==> src/sv/trcq_pkg.sv <==
// Shared constants, types and helpers of the common-rank query core.
package trcq_pkg;

	localparam int NODE_COUNT  = 4096;
	localparam int MAX_DEPTH   = 64;
	localparam int RANK_LEVELS = 9;

	localparam int ID_W   = 12;
	localparam int RANK_W = 4;
	localparam int RES_W  = 5;

	localparam int STORE_DEPTH = (NODE_COUNT < (1 << ID_W)) ? NODE_COUNT : (1 << ID_W);
	localparam int ADDR_W      = (STORE_DEPTH > 1) ? $clog2(STORE_DEPTH) : 1;
	localparam int STEP_W      = $clog2(MAX_DEPTH + 1);

	localparam logic              OP_WRITE  = 1'b0;
	localparam logic              OP_QUERY  = 1'b1;
	localparam logic signed [RES_W-1:0] RANK_NONE = -5'sd1;

	typedef struct packed {
		logic            valid;
		logic [ID_W-1:0] id;
	} lin_entry_t;

	typedef struct packed {
		logic load;       // capture a new transaction
		logic walk_init;  // begin a parent walk
		logic walk_step;  // consume one table entry of the walk
		logic sel_b;      // walk works on the second lineage
		logic set_deep;   // note that the depth bound was hit
		logic res_write;  // load the result of a write
		logic res_scan;   // load the result of the rank scan
	} trcq_cmd_t;

	typedef struct packed {
		logic is_query;
		logic start_live;
		logic next_live;
		logic depth_hit;
	} trcq_status_t;

	// Node takes part in a walk: not the root and inside the table.
	function automatic logic node_live(input logic [ID_W-1:0] id);
		node_live = (id != '0) && (32'(id) < NODE_COUNT);
	endfunction

	function automatic logic node_stored(input logic [ID_W-1:0] id);
		node_stored = (32'(id) < NODE_COUNT);
	endfunction

endpackage

==> src/sv/trcq_ctrl.sv <==
// Sequencer of the common-rank query core: walks, scan and result strobe.
module trcq_ctrl (
	input  logic                  clk,
	input  logic                  arst_n,
	input  logic                  start,
	input  trcq_pkg::trcq_status_t status,
	output trcq_pkg::trcq_cmd_t    cmd,
	output logic                  busy,
	output logic                  done
);
	import trcq_pkg::*;

	typedef enum logic [2:0] {
		S_IDLE,
		S_START_A,
		S_WALK_A,
		S_START_B,
		S_WALK_B,
		S_SCAN,
		S_DONE
	} state_t;

	state_t state_q;
	state_t state_d;
	logic   busy_q;
	logic   done_q;

	always_comb begin
		cmd     = '0;
		state_d = state_q;
		case (state_q)
			S_IDLE: begin
				if (start) begin
					cmd.load = 1'b1;
					if (status.is_query) begin
						state_d = S_START_A;
					end else begin
						cmd.res_write = 1'b1;
						state_d       = S_DONE;
					end
				end
			end
			S_START_A: begin
				cmd.walk_init = 1'b1;
				state_d       = status.start_live ? S_WALK_A : S_START_B;
			end
			S_WALK_A: begin
				cmd.walk_step = 1'b1;
				if (!status.next_live) begin
					state_d = S_START_B;
				end else if (status.depth_hit) begin
					cmd.set_deep = 1'b1;
					state_d      = S_START_B;
				end
			end
			S_START_B: begin
				cmd.walk_init = 1'b1;
				cmd.sel_b     = 1'b1;
				state_d       = status.start_live ? S_WALK_B : S_SCAN;
			end
			S_WALK_B: begin
				cmd.walk_step = 1'b1;
				cmd.sel_b     = 1'b1;
				if (!status.next_live) begin
					state_d = S_SCAN;
				end else if (status.depth_hit) begin
					cmd.set_deep = 1'b1;
					state_d      = S_SCAN;
				end
			end
			S_SCAN: begin
				cmd.res_scan = 1'b1;
				state_d      = S_DONE;
			end
			S_DONE: begin
				state_d = S_IDLE;
			end
			default: begin
				state_d = S_IDLE;
			end
		endcase
	end

	always_ff @(posedge clk or negedge arst_n) begin
		if (!arst_n) begin
			state_q <= S_IDLE;
			busy_q  <= 1'b0;
			done_q  <= 1'b0;
		end else begin
			state_q <= state_d;
			busy_q  <= (state_d != S_IDLE);
			done_q  <= (state_d == S_DONE);
		end
	end

	assign busy = busy_q;
	assign done = done_q;

endmodule

==> config.mk <==
export PLATFORM = sky130hd
export DESIGN_NAME = trcq_ctrl
export DESIGN_NICKNAME = d
export VERILOG_FILES = /design/src/sv/trcq_pkg.sv /design/src/sv/trcq_ctrl.sv
export SDC_FILE = /design/constraint.sdc
export NUM_CORES = 1
export LEC_CHECK = 0
export BUFFER_PORTS_ARGS = -buffer_cell sky130_fd_sc_hd__buf_2
export CAP_MARGIN = 20
export CELL_PAD_IN_SITES_DETAIL_PLACEMENT = 1
export CELL_PAD_IN_SITES_GLOBAL_PLACEMENT = 2
export CORE_UTILIZATION = 24
export CTS_BUF_LIST = sky130_fd_sc_hd__clkbuf_2 sky130_fd_sc_hd__clkbuf_4 sky130_fd_sc_hd__clkbuf_8
export CTS_CLUSTER_SIZE = 30
export DETAILED_ROUTE_END_ITERATION = 12
export HOLD_SLACK_MARGIN = 0.05
export PLACE_DENSITY = 0.86
export SLEW_MARGIN = 10
export SYNTH_ARGS = -nofsm -noshare
export SYNTH_HDL_FRONTEND = slang
export SYNTH_SLANG_ARGS = --single-unit
==> constraint.sdc <==
create_clock -name clk -period 1.1 [get_ports clk]
set_input_delay 0.11 -clock clk [delete_from_list [all_inputs] [get_ports clk]]
set_output_delay 0.11 -clock clk [all_outputs]
set_load 0.02 [all_outputs]
Word level (Yosys, flattened, before mapping)
Index checks and enable logic that the tools add are counted.
- mux-type cells: 21
- equal/unequal tests: 6
- reductions and logical operators: 5
- operator list (operator ; count):
    $mux 3 ; 6
    $pmux 3 s6 ; 1
    $mux 1 ; 14
    $eq 3x3->1 const B ; 3
    $eq 3x2->1 const B ; 2
    $reduce_or 2->1 ; 3
    $eq 3x1->1 const B ; 1
    $logic_not 3->1 ; 1
    $reduce_bool 3->1 ; 1
- output and inout port bits: 9
- input bits: 7
- word-level logic and storage cells: 35
- register bits after elaboration: 5

Depth between registers and ports, before layout
Gate-level depths: netlist of run 1.
- depth after elaboration: 4
- mapped depth: 4
- mapped depth without buffers: 3

Worst setup path after synthesis of run 1
Ideal clock, no wire load.
- kind: register -> output
- from: register state_q[2]
- to: output port cmd[2] (netlist name)
- arrival: 1.161 ns
- slack: -0.171 ns
- required time: 0.990 ns
- path buffers: 1
- stages on the path, launching flop included: 5
- cells stage by stage: dfrtp_1 -> buf_4 -> xnor2_1 -> nor2_2 -> and3_1
- RTL lines (what ; RTL line ; source):
    start, declared ; trcq_ctrl.sv:23 ; state_t state_q;
    start signal, assigned ; trcq_ctrl.sv:90 ; state_q <= state_d;
    end, declared ; trcq_ctrl.sv:7 ; output trcq_pkg::trcq_cmd_t cmd,

==> results of run 1 <==
==> cell usage after synthesis <==
cell / instances / area [µm²]
sky130_fd_sc_hd__inv_1: 3 / 11.26
sky130_fd_sc_hd__xnor2_1: 1 / 8.760
sky130_fd_sc_hd__a21oi_1: 2 / 10.01
sky130_fd_sc_hd__mux2i_1: 1 / 10.01
sky130_fd_sc_hd__a32oi_1: 1 / 8.760
sky130_fd_sc_hd__nor4_1: 1 / 6.260
sky130_fd_sc_hd__nor2_4: 1 / 11.26
sky130_fd_sc_hd__nor2_2: 1 / 6.260
sky130_fd_sc_hd__dfrtp_1: 5 / 125.1
sky130_fd_sc_hd__nor2_1: 3 / 11.26
sky130_fd_sc_hd__buf_6: 2 / 22.52
sky130_fd_sc_hd__nor2b_1: 1 / 6.260
sky130_fd_sc_hd__nand2_1: 3 / 11.26
sky130_fd_sc_hd__buf_4: 1 / 7.510
sky130_fd_sc_hd__nor3b_1: 1 / 7.510
sky130_fd_sc_hd__o21ai_1: 1 / 5.000
sky130_fd_sc_hd__nand2b_1: 2 / 12.51
sky130_fd_sc_hd__o31ai_1: 1 / 7.510
sky130_fd_sc_hd__and3_1: 2 / 12.51
sky130_fd_sc_hd__and2_1: 1 / 6.260
sky130_fd_sc_hd__o2bb2ai_1: 1 / 8.760
==> per-stage QoR <==
stage	setup TNS [ns]	hold WS (ns)
floorplan	-0.08044	-0.1856
global route	-2.002	0.1727
global placement	-0.1899	-0.07048
detailed placement	-0.4462	-0.06358
CTS	-1.653	0.1600
finish	-1.589	0.1613
==> critical path: stages (launching register included) <==
cell and delay (ns):
sky130_fd_sc_hd__dfrtp_2 0.47, sky130_fd_sc_hd__xnor2_4 0.16, sky130_fd_sc_hd__nor2_4 0.10, sky130_fd_sc_hd__and3_4 0.18
sky130_fd_sc_hd__buf_6 0.11
==> sequential cells by signal, indices dropped and copies added (netlist names) <==
name,flops
state_q,3
done,1
busy,1
==> logic make-up (layout without fill, tap and decap cells) <==
family	count (synthesis)	after routing	share of synthesized area
and+or+nand+nor	16	16	0.2886
AOI/OAI and AO/OA	6	6	0.1265
buffers and inverters	6	37	0.1304
DFF	5	5	0.3953
xor gates and xnor gates	1	1	0.02767
muxes	1	1	0.03162
==> how the worst max path moves through the flow <==
| stage | start | to | slack (ns) | cells after the start |
|---|---|---|---|---|
| floorplan | state_q[2] | cmd[2] | -0.07 | 4 |
| global placement | state_q[1] | cmd[2] | -0.07 | 4 |
| detailed placement | state_q[1] | cmd[2] | -0.09 | 4 |
| CTS | state_q[1] | cmd[0] | -0.28 | 4 |
| global route | state_q[1] | cmd[1] | -0.33 | 4 |
| finish | state_q[1] | cmd[2] | -0.28 | 4 |
==> power breakdown <==
group / total, mW / internal [mW] / leakage [nW] / switching [mW]
logic: 1.56 / 0.900 / 0.245 / 0.664
clock network: 0.245 / 0.162 / 0.0184 / 0.0831
registers: 0.416 / 0.279 / 0.0571 / 0.137
==> metal layers <==
metal	global-route usage	vias to the layer above	wire length, µm	share of wire
met1	0.1786	181	356	0.36
met3	0.06977	0	45	0.045
li1	-	180	-	-
met2	0.3136	13	595	0.60
met4	0.05357	0	0	0
met5	0	-	0	0
==> repair_timing <==
item                                   in CTS  in global routing
setup buffers                               2                  2
setup endpoints to repair                  10                 10
pin swaps                                   5                  4
gates resized for setup                    24                  5
hold buffers                                1                  0
endpoints found under the hold margin       5                  0
cloned                                      0                  0
==> cell type report <==
cell class	instances	area, µm²
Tap cell	14	17.52
Inverter	3	11.26
Fill cell	133	511.7
Clock buffer	4	30.03
Timing Repair Buffer	30	252.7
Sequential cell	5	128.9
Multi-Input combinational cell	24	219.0
==> results_dict.tcl, run 1 <==
set metrics [dict create \
    design.final.nets 74 \
    setup_viol_count_final 8 \
    drt_iter0_markers 5 \
    timing.critical_path.from_type "register" \
    grt_remaining_overflow 0 \
    clock_tree.buffer_depth 2 \
    static-leakage-power_nw 0.3205 \
    synth_cell_type_count 21 \
    fin_total_pwr_mw 2.226 \
    std_cell_rows 12 \
    worst_clock_skew_on_the_final_layout_ns 0.005046 \
    yosys_warnings 0 \
    outcome "finished with violations" \
    final_core_utilization 0.5630 \
    chipWidth_um 38.32 \
    cp.arrival_ns 1.27 \
    syn_nets 42 \
    achievable-frequency_mhz 725.4 \
    numCtsBuffers 3 \
    setup.worst_path.class "reg2out" \
    power.density_nw_per_um2 3377 \
    post-route-period-util 1.253 \
    max-slew-margin-rel 0.8152 \
    r2r.worst_path.cells 4 \
    avgSynthCellArea_um2 9.044 \
    setup_ws_post_layout_ns -0.2786 \
    path_max_fanout 4 \
    gpl.final_weighted_congestion 0.7585 \
    most_frequent_standard_cell_in_the_layout_excluding_fill_and_tap_cells "sky130_fd_sc_hd__buf_6" \
    boundary_pin_count 16 \
    core_region_area_um2 1171 \
    route.antenna.remaining_nets 0 \
    drtPass1Iterations 2 \
    vias_in_the_first_global_route 368 \
    rsz0062_at_grt "yes" \
    worst_ir_drop_vdd_uv 1531 \
    hp-start "status[1]" \
    min_period_ns 1.379 \
    area_delta_synth_final_pct 108.3 \
    dp.cells 72 \
    failing_checks "negative setup slack" \
    critical_path_required_ns 0.99 \
    synth.cell_area_um2 316.6 \
    reg2reg_from "state_q[2]" \
    final_area_um2 659.4 \
    globalRouteTotalUtil 0.1732 \
    die_area_um2 1468 \
    initial_utilization 0.2703 \
    cts_root_cell "sky130_fd_sc_hd__clkbuf_4" \
    routed-via-count 374 \
    worst_case_register_to_register_setup_slack_ns -0.02 \
    postRouteWirelength_um 997 \
    count_of_max_cap_constraint_violations 0 \
    slew_viol_final 0 \
    dp_hpwl_um 740.2 \
    vias_per_cell 4.675 \
    clkLatencyLatePin_ns 0.25 \
    placed_cell_area_um2 500.5 \
    hold_end "state_q[0]" \
    layout-drive-gt1-share 0.7424 \
    place_ws_ns -0.08605 \
    worst_hold_path_class "in2reg" \
    ys_seq_elements 5 \
    seq_area_frac_synth 0.3953 \
    die-height_um 38.32 \
    antenna_cells_inserted 0 \
    route.detailed.wl_per_inst_um 12.46 \
    cts_tree "yes" \
    timing_worst_slew_pin_value_ns 0.2766 \
    finish.cell_count_without_fillers 80 \
    grt_start_max_net_pins 6 \
    number_of_cells_traversed_by_the_worst_hold_path 3 \
    grt_first_pass_wirelength_um 1642 \
    layout_common_cells "sky130_fd_sc_hd__buf_6, sky130_fd_sc_hd__buf_4, sky130_fd_sc_hd__buf_2, sky130_fd_sc_hd__clkbuf_4" \
    grt_antenna_before_repair 0 \
    drc_violation_count_after_routing 0 \
    final_hold_viol_count 0 \
    critical_path.reg2reg.endpoint "busy" \
    synth_cells 35 \
    cp-end-kind "output port" \
    cts.htree.levels 1 \
    cts.clk_slew.worst_paths_ns 0.04 \
    cts.sink_count 5 \
    place.port_buffers 15 \
]
Power figures use the tool's default switching activity.
==> run 2: changes to the inputs <==
--- a/config.mk
+++ b/config.mk
@@ -5,16 +5,17 @@
 export SDC_FILE = /design/constraint.sdc
 export NUM_CORES = 1
 export LEC_CHECK = 0
+export ABC_AREA = 1
 export BUFFER_PORTS_ARGS = -buffer_cell sky130_fd_sc_hd__buf_2
 export CAP_MARGIN = 20
 export CELL_PAD_IN_SITES_DETAIL_PLACEMENT = 1
 export CELL_PAD_IN_SITES_GLOBAL_PLACEMENT = 2
-export CORE_UTILIZATION = 24
+export CORE_UTILIZATION = 21
 export CTS_BUF_LIST = sky130_fd_sc_hd__clkbuf_2 sky130_fd_sc_hd__clkbuf_4 sky130_fd_sc_hd__clkbuf_8
 export CTS_CLUSTER_SIZE = 30
 export DETAILED_ROUTE_END_ITERATION = 12
 export HOLD_SLACK_MARGIN = 0.05
-export PLACE_DENSITY = 0.86
+export PLACE_DENSITY = 0.78
 export SLEW_MARGIN = 10
 export SYNTH_ARGS = -nofsm -noshare
 export SYNTH_HDL_FRONTEND = slang
==> run 2 against run 1 <==
The run still ends with negative setup slack left. Via count grew 17%. Synthesized cell count grew 40%. Die area grew 14%. Clock power is essentially flat. Routed wire length grew 15%. Utilization shrank 10 points. Flip-flop and latch count is the same. Non-clock buffer count shrank 3. Sequential share of layout area grew 0.94 points. Critical path depth grew 2. Synthesized area grew 0.40%. Register-to-register slack lost 0.09 ns. Critical path type unchanged. Highest routed layer is now met4.
==> results_dict.tcl, run 2 <==
set metrics [dict create \
    startpoint "state_q[0]" \
    grt_start_max_net_pins 7 \
    cts.sink_count 5 \
    outcome "finished with violations" \
    dp_hpwl_um 680.5 \
    cts_root_cell "sky130_fd_sc_hd__clkbuf_4" \
    yosys_warnings 0 \
    busiest_layer "met2" \
    critical_path.reg2reg.endpoint "busy" \
    clkLatencyLatePin_ns 0.25 \
    route.detailed.wl_per_inst_um 12.04 \
    grt_util_met1 0.1424 \
    worst_ir_drop_vdd_uv 1115 \
    synth-compound-area-share 0.01575 \
    synth-simple-area-share 0.4488 \
    static-leakage-power_nw 0.3419 \
    min_period_ns 1.324 \
    drc_violation_count_after_routing 0 \
    synth_cells 49 \
    critical_path_endpoint "cmd[0]" \
    fin_total_pwr_mw 2.085 \
    use_met2 0.3242 \
    worst_case_register_to_register_setup_slack_ns -0.11 \
    drt_iter0_markers 4 \
    critical_path_required_ns 0.99 \
    r2r.worst_path.cells 9 \
    finish.cell_count_without_fillers 95 \
    syn_nets 56 \
    setup_ws_post_layout_ns -0.2244 \
    die_area_um2 1673 \
    clock_tree.buffer_depth 2 \
    vias_in_the_first_global_route 422 \
    timing_worst_slew_pin_value_ns 0.2004 \
    design.final.nets 88 \
    post_synth_mux_area_share 0 \
    place.port_buffers 15 \
    setup.worst_path.class "reg2out" \
    cts.clk_slew.worst_paths_ns 0.04 \
    avgSynthCellArea_um2 6.486 \
    layout_common_cells "sky130_fd_sc_hd__buf_4, sky130_fd_sc_hd__buf_2" \
    largest_register_ff_count 3 \
    worst_clock_skew_on_the_final_layout_ns 0.002835 \
    post-route-period-util 1.204 \
    achievable-frequency_mhz 755.1 \
    grt_antenna_before_repair 0 \
    core_region_area_um2 1350 \
    synth.cell_area_um2 317.8 \
    final_hold_viol_count 0 \
    worst_hold_path_class "in2async" \
    synth_top_flop_cell "sky130_fd_sc_hd__dfrtp_1" \
    main_area_contributors_after_synthesis "sky130_fd_sc_hd__dfrtp_1, sky130_fd_sc_hd__nor2_1, sky130_fd_sc_hd__nand3_1" \
    synth_most_common_cell "sky130_fd_sc_hd__nor2_1" \
    cts_tree "yes" \
    postRouteWirelength_um 1144 \
    drtPass1Iterations 3 \
    seq_area_frac_synth 0.3937 \
    max_flop_register "state_q" \
    synth_top_area_frac 0.3937 \
    failing_checks "negative setup slack" \
    synth_cell_type_count 10 \
    globalRouteTotalUtil 0.1591 \
    count_of_max_cap_constraint_violations 0 \
    power.density_nw_per_um2 3346 \
    multi_input_comb_area_um2 203.9 \
    timing.critical_path.from_type "register" \
    chipWidth_um 40.90 \
    layout.area.seq_um2 127.6 \
    use_met3 0.01630 \
    area_delta_synth_final_pct 96.06 \
    dp.cells 82 \
    numCtsBuffers 3 \
    grt_first_pass_wirelength_um 1690 \
    yosysTopAreaCell "sky130_fd_sc_hd__dfrtp_1" \
    slew_viol_final 0 \
    cp-end-kind "output port" \
    dominant_combinational_cell_family_by_area_after_synthesis "simple AND/OR/NAND/NOR gates" \
    initial_utilization 0.2354 \
    cts.htree.levels 1 \
    setup_viol_count_final 10 \
    gpl.final_weighted_congestion 0.6607 \
    final_area_um2 623.1 \
    synth-async-reset-ratio 1.000 \
    path_max_fanout 4 \
    rsz0062_at_grt "yes" \
    cp.arrival_ns 1.21 \
    synth_edf_count 0 \
    placed_cell_area_um2 456.7 \
    synth.top_cells.by_count "sky130_fd_sc_hd__nor2_1, sky130_fd_sc_hd__inv_1, sky130_fd_sc_hd__nand2_1, sky130_fd_sc_hd__nand3_1" \
    reg2reg_from "state_q[1]" \
    boundary_pin_count 16 \
    max-slew-margin-rel 0.8653 \
    vias_per_cell 4.589 \
    std_cell_rows 13 \
    grt_remaining_overflow 0 \
    route.antenna.remaining_nets 0 \
    synth_xor_area_frac 0 \
    nFillCells 173 \
    ys_seq_elements 5 \
    antenna_cells_inserted 0 \
    die-height_um 40.90 \
    most_frequent_standard_cell_in_the_layout_excluding_fill_and_tap_cells "sky130_fd_sc_hd__buf_4" \
    synth-adder-area-share 0 \
    layout-drive-gt1-share 0.6750 \
    routed-via-count 436 \
    place_ws_ns -0.06340 \
    final_core_utilization 0.4615 \
]
==> run 2: changes by cell type after synthesis, moves of 2 or more <==
cell / change
sky130_fd_sc_hd__and3_1: -2
sky130_fd_sc_hd__nand3_1: +7
sky130_fd_sc_hd__nand2b_1: -2
sky130_fd_sc_hd__nor2_1: +7
sky130_fd_sc_hd__buf_6: -2
sky130_fd_sc_hd__inv_2: +5
sky130_fd_sc_hd__inv_1: +4
sky130_fd_sc_hd__a21oi_1: -2
sky130_fd_sc_hd__nand2_2: +5
sky130_fd_sc_hd__nand2_1: +4
==> run 2: metal layers <==
metal,part of all wire,wire [µm],vias up
met1,0.37,426,218
met5,0,0,-
met4,0.015,17,0
li1,-,-,208
met2,0.58,668,8
met3,0.027,31,2
==> run 2: worst max-delay path, stage by stage (launching register included) <==
cell                      delay (ns)
sky130_fd_sc_hd__dfrtp_1        0.39
sky130_fd_sc_hd__inv_2          0.08
sky130_fd_sc_hd__buf_4          0.15
sky130_fd_sc_hd__nor2_2         0.09
sky130_fd_sc_hd__inv_2          0.06
sky130_fd_sc_hd__nor2_4         0.08
sky130_fd_sc_hd__buf_6          0.12
==> run 2: cells by family (layout without fill, tap and decap cells) <==
kind of cell,after synthesis,after routing
compound gates,1,1
simple gates,31,31
buf+inv,12,43
flops,5,5
==> run 2: final cells by class <==
cell class	instances	area share
Multi-Input combinational cell	32	0.3273
Inverter	12	0.07229
Sequential cell	5	0.2048
Clock buffer	4	0.04819
Timing Repair Buffer	27	0.3173
Tap cell	15	0.03012
==> run 2: report_power, final <==
group	internal [mW]	total, mW	switching [mW]
Combinational	0.667	1.46	0.793
Sequential	0.280	0.382	0.102
Clock	0.162	0.243	0.0809
==> run 2: stage by stage <==
| step | setup TNS [ns] | hold slack [ns] |
|---|---|---|
| floorplan | -0.007889 | -0.1856 |
| global placement | -0.1662 | -0.07749 |
| global route | -2.033 | 0.2249 |
| detailed placement | -0.1137 | -0.07535 |
| CTS | -1.439 | 0.2097 |
| finish | -1.428 | 0.2173 |
==> run 2: what timing repair did <==
action / CTS / global route
buffers inserted: 9 / 0
gates resized for setup: 14 / 8
endpoints found under the setup margin: 9 / 11
endpoints found under the hold margin: 5 / 0
hold buffers: 1 / 0
pin swaps: 7 / 3
==> run 2: how the worst min path moves through the flow <==
stage	from	end	slack [ns]
floorplan	arst_n	busy	-0.19
global placement	arst_n	busy	-0.08
detailed placement	arst_n	busy	-0.08
CTS	arst_n	busy	0.21
global route	arst_n	busy	0.22
finish	arst_n	busy	0.22
